--- config.mk ---
export PLATFORM = sky130hd
export DESIGN_NAME = twr_isqrt
export DESIGN_NICKNAME = d
export VERILOG_FILES = /design/src/hw/rtl/twr_pkg.sv /design/src/hw/rtl/twr_isqrt.sv
export SDC_FILE = /design/constraint.sdc
export NUM_CORES = 1
export LEC_CHECK = 0
export BUFFER_PORTS_ARGS = -buffer_cell sky130_fd_sc_hd__buf_4
export CELL_PAD_IN_SITES_DETAIL_PLACEMENT = 1
export CELL_PAD_IN_SITES_GLOBAL_PLACEMENT = 2
export CORE_ASPECT_RATIO = 0.7
export CORE_UTILIZATION = 44
export CTS_BUF_LIST = sky130_fd_sc_hd__clkbuf_4 sky130_fd_sc_hd__clkbuf_8 sky130_fd_sc_hd__clkbuf_16
export DETAILED_ROUTE_END_ITERATION = 8
export PLACE_DENSITY_LB_ADDON = 0.15
export SYNTH_ARGS = -nofsm -noshare
export SYNTH_HDL_FRONTEND = slang
export SYNTH_SLANG_ARGS = --single-unit
--- constraint.sdc ---
create_clock -name aclk -period 23.1 [get_ports aclk]
set_input_delay 1.155 -clock aclk [delete_from_list [all_inputs] [get_ports aclk]]
set_output_delay 1.155 -clock aclk [all_outputs]
set_load 0.02 [all_outputs]
--- src/hw/rtl/twr_pkg.sv ---
package twr_pkg;

    localparam int ISQRT_STAGES  = 6;   // three root digits per stage
    localparam int ISQRT_DIGITS  = 3;
    localparam int CORDIC_STAGES = 12;  // two micro-rotations per stage
    localparam int CORDIC_STEPS  = 24;
    localparam int CW            = 32;  // CORDIC datapath width, Q.26
    localparam int LAT           = 25;  // input beat to output register
    localparam int XY_TAPS       = 10;

    localparam logic [15:0] GAIN_RESET     = 16'd6144;
    localparam logic [29:0] INV_TWO_PI_Q32 = 30'd683565276;
    localparam logic [31:0] INV_GAIN_Q32   = 32'd2608131496;

    localparam logic signed [16:0] OUT_MAX = 17'sd65535;
    localparam logic signed [16:0] OUT_MIN = -17'sd65536;

    typedef logic signed [CW-1:0] coord_t;

    // arctangent of 2^-i in turns, 2^32 per turn
    function automatic logic [31:0] atan_turn(input int i);
        logic [31:0] v;
        case (i)
            0:  v = 32'd536870912;
            1:  v = 32'd316933406;
            2:  v = 32'd167458907;
            3:  v = 32'd85004756;
            4:  v = 32'd42667331;
            5:  v = 32'd21354465;
            6:  v = 32'd10679838;
            7:  v = 32'd5340245;
            8:  v = 32'd2670163;
            9:  v = 32'd1335087;
            10: v = 32'd667544;
            11: v = 32'd333772;
            12: v = 32'd166886;
            13: v = 32'd83443;
            14: v = 32'd41722;
            15: v = 32'd20861;
            16: v = 32'd10430;
            17: v = 32'd5215;
            18: v = 32'd2608;
            19: v = 32'd1304;
            20: v = 32'd652;
            21: v = 32'd326;
            22: v = 32'd163;
            23: v = 32'd81;
            default: v = 32'd0;
        endcase
        return v;
    endfunction

endpackage

--- src/hw/rtl/twr_isqrt.sv ---
module twr_isqrt (
    input  logic        aclk,
    input  logic        en,
    input  logic [35:0] rad,
    output logic [17:0] root
);

    logic [35:0] n_q    [0:twr_pkg::ISQRT_STAGES];
    logic [19:0] rem_q  [0:twr_pkg::ISQRT_STAGES];
    logic [17:0] root_q [0:twr_pkg::ISQRT_STAGES];

    assign n_q[0]    = rad;
    assign rem_q[0]  = '0;
    assign root_q[0] = '0;

    genvar g;
    generate
        for (g = 0; g < twr_pkg::ISQRT_STAGES; g++) begin : g_stage
            logic [35:0] n_next;
            logic [19:0] rem_next;
            logic [17:0] root_next;

            always_comb begin
                logic [21:0] rs;
                logic [21:0] trial;
                n_next    = n_q[g];
                rem_next  = rem_q[g];
                root_next = root_q[g];
                for (int d = 0; d < twr_pkg::ISQRT_DIGITS; d++) begin
                    rs    = {rem_next, n_next[35:34]};
                    trial = {2'b00, root_next, 2'b01};
                    n_next = {n_next[33:0], 2'b00};
                    if (rs >= trial) begin
                        rem_next  = 20'(rs - trial);
                        root_next = {root_next[16:0], 1'b1};
                    end else begin
                        rem_next  = rs[19:0];
                        root_next = {root_next[16:0], 1'b0};
                    end
                end
            end

            always_ff @(posedge aclk) begin
                if (en) begin
                    n_q[g+1]    <= n_next;
                    rem_q[g+1]  <= rem_next;
                    root_q[g+1] <= root_next;
                end
            end
        end
    endgenerate

    assign root = root_q[twr_pkg::ISQRT_STAGES];

endmodule

# Yosys cells after proc, flatten, opt, wreduce, memory -nomap -nowiden
# Cells that the tools add are included.
# W data, S select, Z words.
totals:
  out_inout_bits: 18
  inputBits: 38
  ff_bits: 253
op_classes:
  order_cmp: 18
  n_addsub: 17
  mux: 35
op_table:
  columns: ["cell", "count"]
  rows:
  - ["$mux W20", 17]
  - ["$ge A22 B10 Y1", 1]
  - ["$ge A22 B11 Y1", 1]
  - ["$ge A22 B12 Y1", 1]
  - ["$ge A22 B13 Y1", 1]
  - ["$ge A22 B14 Y1", 1]
  - ["$ge A22 B15 Y1", 1]
  - ["$ge A22 B16 Y1", 1]
  - ["$ge A22 B17 Y1", 1]
  - ["$ge A22 B18 Y1", 1]
  - ["$ge A22 B19 Y1", 1]
  - ["$ge A22 B3 Y1", 1]
  - ["$ge A22 B4 Y1", 1]
  - ["$ge A22 B5 Y1", 1]
  - ["$ge A22 B6 Y1", 1]
  - ["$ge A22 B7 Y1", 1]
  - ["$ge A22 B8 Y1", 1]
  - ["$ge A22 B9 Y1", 1]
  - ["$sub A20 B10 Y20", 1]
  - ["$sub A20 B11 Y20", 1]
  - ["$sub A20 B12 Y20", 1]
  - ["$sub A20 B13 Y20", 1]
  - ["$sub A20 B14 Y20", 1]
  - ["$sub A20 B15 Y20", 1]
  - ["13 further kinds", 30]

# Longest topological paths before layout
depth:
  depth_word: 6
  ltp_mapped: 41
  mapped_depth_nobuf: 35

# Worst setup path after synthesis
# No wires, ideal clock.
synth_timing:
  kind: "register -> register"
  startpoint: "register rem_q[51] (netlist bit)"
  endpoint: "register rem_q[28] (netlist bit), data pin"
  path_buffers: 6
  path_stages_with_launch: 36
  arrival_time_ns: 7.268
  t_required_ns: 22.846
  setup_slack_ns: 15.579
  synth_period_minus_slack_ns: 7.521
  path_cell_list: "edfxtp_1 > ha_1 > clkbuf_1 > nand4_1 > nor4_1 > nor3_1 > nand3_2 > clkbuf_1 > clkbuf_1 > nor2_1 > a21oi_1 > ha_1 > a21o_1 > a21o_1 > a21o_1 > a21oi_1 > o221ai_1 > o311ai_2 > nand2_2 > clkbuf_1 > mux2_2 > ha_1 > a21oi_1 > o21bai_1 > a21oi_1 > o21ai_0 > a21oi_1 > o21ai_0 > or3_1 > a2111oi_0 > o31ai_1 > nor2b_1 > buf_4 > buf_2 > a41oi_1 > a21o_1"
synth_between:
  elab_chain_cells: 6
  word_cells_on_any_way: 11
  cone_classes: "add/sub (3); order compare (3); mux (5)"
synth_lines:
  columns: ["item", "line", "source"]
  rows:
  - ["start, declared", "twr_isqrt.sv:9", "logic [19:0] rem_q [0:twr_pkg::ISQRT_STAGES];"]
  - ["start signal, assigned by index", "twr_isqrt.sv:46", "rem_q[g+1] <= rem_next;"]
  - ["$ge A22 B14 Y1 *", "twr_isqrt.sv:33", "if (rs >= trial) begin"]
  - ["$mux W1 *", "twr_isqrt.sv:33", null]
  - ["via g_stage[4].$5.trial[3]", "twr_isqrt.sv:25", "logic [21:0] trial;"]
  - ["$sub A20 B15 Y20 or $ge A22 B15 Y1 (tied branches)", "twr_isqrt.sv:34, twr_isqrt.sv:33", null]
  - ["$mux W20 or $mux W1 (tied branches)", "twr_isqrt.sv:33", null]
  - ["$sub A20 B16 Y20 or $ge A22 B16 Y1 (tied branches)", "twr_isqrt.sv:34, twr_isqrt.sv:33", null]
  - ["$mux W20 *", "twr_isqrt.sv:33", null]
  - ["via g_stage[4].rem_next[8]", "twr_isqrt.sv:20", "logic [19:0] rem_next;"]
# The timed path passes the listed nets; every way through them passes the cells marked *.
# A chain may end at the register's enable or synchronous reset.

# Worst setup path after layout
layout_timing:
  startpoint: "register root_q[43] (netlist bit)"
  endpoint: "register rem_q[30] (netlist bit), data pin"
layout_between:
  elab_chain_cells: 6
  word_cells_on_any_way: 11
  cone_classes: "add/sub (3); order compare (3); mux (5)"
layout_lines:
  columns: ["item", "line", "source"]
  rows:
  - ["start, declared", "twr_isqrt.sv:10", "logic [17:0] root_q [0:twr_pkg::ISQRT_STAGES];"]
  - ["start signal, assigned by index", "twr_isqrt.sv:47", "root_q[g+1] <= root_next;"]
  - ["$sub A20 B14 Y20 or $ge A22 B14 Y1 (tied branches)", "twr_isqrt.sv:34, twr_isqrt.sv:33", null]
  - ["$mux W20 or $mux W1 (tied branches)", "twr_isqrt.sv:33", null]
  - ["$ge A22 B15 Y1 or $sub A20 B15 Y20 (tied branches)", "twr_isqrt.sv:33, twr_isqrt.sv:34", null]
  - ["$mux W20 or $mux W1 (tied branches)", "twr_isqrt.sv:33", null]
  - ["$sub A20 B16 Y20 or $ge A22 B16 Y1 (tied branches)", "twr_isqrt.sv:34, twr_isqrt.sv:33", null]
  - ["$mux W20 *", "twr_isqrt.sv:33", null]
  - ["via g_stage[4].rem_next[10]", "twr_isqrt.sv:20", null]
# Marked as above.

==> impl_metrics.csv <==
group,metric,value,unit
timing,fmax,104,MHz
setup_path,rr_endpoint,"rem_q[30]",
floorplan,die_h,190,um
placement,dp_hpwl,58.7,mm
timing,rsz0062_at_grt,"no",
layout,drive_above_1_share,9.14,%
global_routing,grt_pass1_vias,19200,
synth,seq_area_frac_synth,34.4,%
timing,skew,0.0526,ns
timing,tightest_slew,1.02,ns
placement,port_buffers,55,
setup_path,endpoint_kind,"register",
cts,clkSlewWorstSetupHoldPaths,0.06,ns
global_routing,grt_pass1_wl,114,mm
power,comb_power_share,56.9,%
cts,htree_levels,1,
cts,cts_buffer_depth,3,
power,power.share.clock,17.2,%
routing,drcViolationCount,0,
cts,cts-root-buf,"clkbuf_16",
setup_path,path_max_fanout,28,
synth,synth_enable_flop_cells,253,
setup_path,rr_worst_depth,32,
timing,tns,0,ns
setup_path,crit_end,"rem_q[30]",
floorplan,num_io_pins,56,
global_routing,grt_util_all_layers,28.5,%
routing,first_pass_iters,5,
synth,synth_async_sr_flop_share,0,%
global_routing,grt_remaining_overflow,0,
timing,setup_violations,0,
setup_path,critical_path.startpoint,"root_q[43]",
synth,avgSynthCellArea,9.05,um2
synth,synth_ff_type,"edfxtp_1",
floorplan,die-area,51200,um2
layout,layout.nets,2699,
routing,ant_nets,0,
setup_path,max_stage_delay,0.65,ns
floorplan,rows,68,
power,p_sw_share,45.3,%
global_routing,antenna_found_initial,2,
timing,slew_headroom,32.3,%
timing,finalMaxSlewViolations,0,
cts,hold_buffers,0,
cts,numClockSinks,253,
power,powerDensity,115,nW/um2
power,p_leak,9.57,nW
cts,cts_buffers,28,
setup_path,crit_path_top_delay_cell,"o311ai_2",
power,power,0.00277,W
setup_path,start_kind,"register",
min_path,holdCritPathClass,"reg2reg",
power,seq_power_share,25.9,%
synth,netlist_area,22100,um2
routing,drtIter0Drc,1411,
setup_path,crit_top_cell,"a21oi_1",
synth,ys_ff_latch,253,
routing,wl,73.8,mm
status,status,"finished, final reports clean",
cts,ctsResizeCount,0,
setup_path,critical_path_class,"reg2reg",
cts,cts_tree,"yes",
setup_path,cp.arrival,9.94,ns
timing,min_period,9.59,ns
power,switchingPower,0.00125,W
power,internal_power,0.00152,W
floorplan,start_util,44.7,%
synth,synth_warnings,0,
synth,ys_types,119,
global_routing,grt_max_degree,103,
layout,stdcell_area,24000,um2
floorplan,core-area,49400,um2
setup_path,regToRegSetupSlack,13.51,ns
synth,syn-instance-count,2443,
timing,period_share,41.5,%
layout,areaGrowthSynthToFinish,8.79,%
cts,clock_latency,0.61,ns
cts,post_cts_buffers,0,
flow_run,max_cap_violations,0,
routing,num_vias,19400,
floorplan,die_x,270,um
routing,via_per_inst,6.13,
placement,gp_congestion,0.931,
routing,wire_per_inst,23.4,um
placement,dpl_cell_area,23100,um2
timing,hold_viol,0,
power,vdd_ir_drop_max,0.0000701,V
setup_path,cp.required,23.45,ns
layout,n_antenna_cell,0,
setup_path,reg2reg_from,"root_q[43]",
area by class of cell:
| class | count | area [um2] |
|---|---|---|
| Clock buffer | 33 | 738 |
| Sequential cell | 253 | 7600 |
| Timing Repair Buffer | 65 | 493 |
| Clock inverter | 18 | 226 |
| Tap cell | 665 | 832 |
| Multi-Input combinational cell | 1976 | 13600 |
| Fill cell | 5691 | 25400 |
| Inverter | 149 | 567 |
critical path, delay by kind of cell (launching register included):
kind | cells | cell delay [ns]
AOI/OAI and AO/OA | 14 | 3.57
muxes | 1 | 0.35
DFF | 1 | 0.49
and+or+nand+nor | 9 | 2.74
adders and majority gates | 3 | 1.05
buffers and inverters | 5 | 1.15
cell usage after synthesis (all sizes together), types with 24 or more instances:
cell type	count	share of area (%)
or2	24	0.68
a21oi	206	4.7
buf	31	1.0
nand4	36	1.0
xnor2	122	4.9
a211oi	25	0.87
ha	188	11
nor2	216	3.7
nand2b	33	0.93
xor2	72	2.9
or3	24	0.75
nor3	80	2.0
o21ai	137	3.1
clkbuf	35	0.61
o21a	43	1.5
o31ai	39	1.5
a21o	62	2.1
inv	148	2.5
nand2	214	3.6
nand3	60	1.4
nor4	39	1.4
edfxtp	253	34
registers in the layout, indices dropped and copies added, names as in the netlist:
signal,flops
g_stage.n_next,60
g_stage.$5.rs,10
n_q,20
rem_q,100
root,18
root_q,45
worst min path at each step:
stage / cells after the start / end / slack, ns / startpoint
floorplan: 0 / g_stage[2].$5.rs[0] / 0.40 / g_stage[1].n_next[30]
global placement: 0 / g_stage[2].n_next[27] / 0.40 / g_stage[1].n_next[21]
detailed placement: 0 / n_q[68] / 0.41 / g_stage[4].n_next[32]
CTS: 0 / g_stage[2].$5.rs[0] / 0.42 / g_stage[1].n_next[30]
global route: 0 / n_q[70] / 0.42 / g_stage[4].n_next[34]
finish: 0 / g_stage[2].n_next[23] / 0.42 / g_stage[1].n_next[17]
layer usage:
layer  global-route usage, %  part of all wire [%]
met3                    4.85                   6.6
met5                       0                 0.018
met2                    38.4                    38
met1                    46.9                    54
met4                    3.85                   1.1
power groups by stage:
stage / sequential [W] / clock, W / combinational (W)
floorplan: 0.000673 / 0 / 0.00116
global placement: 0.000722 / 0 / 0.00149
detailed placement: 0.000722 / 0 / 0.00154
CTS: 0.000715 / 0.000486 / 0.00155
global route: 0.000725 / 0.000500 / 0.00173
finish: 0.000718 / 0.000476 / 0.00157
placed cells by master (no fill, tap or decap), types with 11 or more instances in the layout:
cell,count
xnor2_1,121
and3_1,21
or4_1,14
o31ai_1,36
a211oi_1,24
nand3_1,56
buf_4,63
ha_1,188
nor3_1,74
o211ai_1,17
o21bai_1,19
a21oi_1,204
nor4_1,32
edfxtp_1,253
mux2i_1,16
mux2_2,19
nand2b_1,33
or3_1,21
o21a_1,43
nand4_1,35
a21o_1,62
or2_2,20
xor2_1,72
and2_1,16
inv_1,141
nor2b_1,16
o21ai_0,131
o2111ai_1,11
a31oi_1,22
nand2_1,213
clkbuf_16,28
nor2_1,215
kinds of logic (layout without fill, tap and decap cells):
logic type                 Yosys count  count (layout)  synth area share, %
and+or+nand+nor                    852             852                 20.0
AOI/OAI and AO/OA                  701             701                 21.1
DFF                                253             253                 34.4
buffers and inverters              215             265                 4.22
xor gates and xnor gates           194             194                 7.72
adders and majority gates          188             188                 10.6
muxes                               39              39                 1.93
other                                1               2               0.0170
through the flow:
| stage | cells | hold slack [ns] | worst slack [ns] | utilization (%) |
|---|---|---|---|---|
| final | 3159 | 0.418 | 13.51 | 48.6 |
| after global routing | 3159 | 0.423 | 12.78 | 48.6 |
| after CTS | 3158 | 0.421 | 13.65 | 48.6 |
| after detailed placement | 3107 | 0.406 | 13.68 | 46.7 |
| after global placement | 3107 | 0.401 | 13.70 | 46.7 |
| after floorplan | 2444 | 0.400 | 15.58 | - |
(Power assumes the default switching activity.)
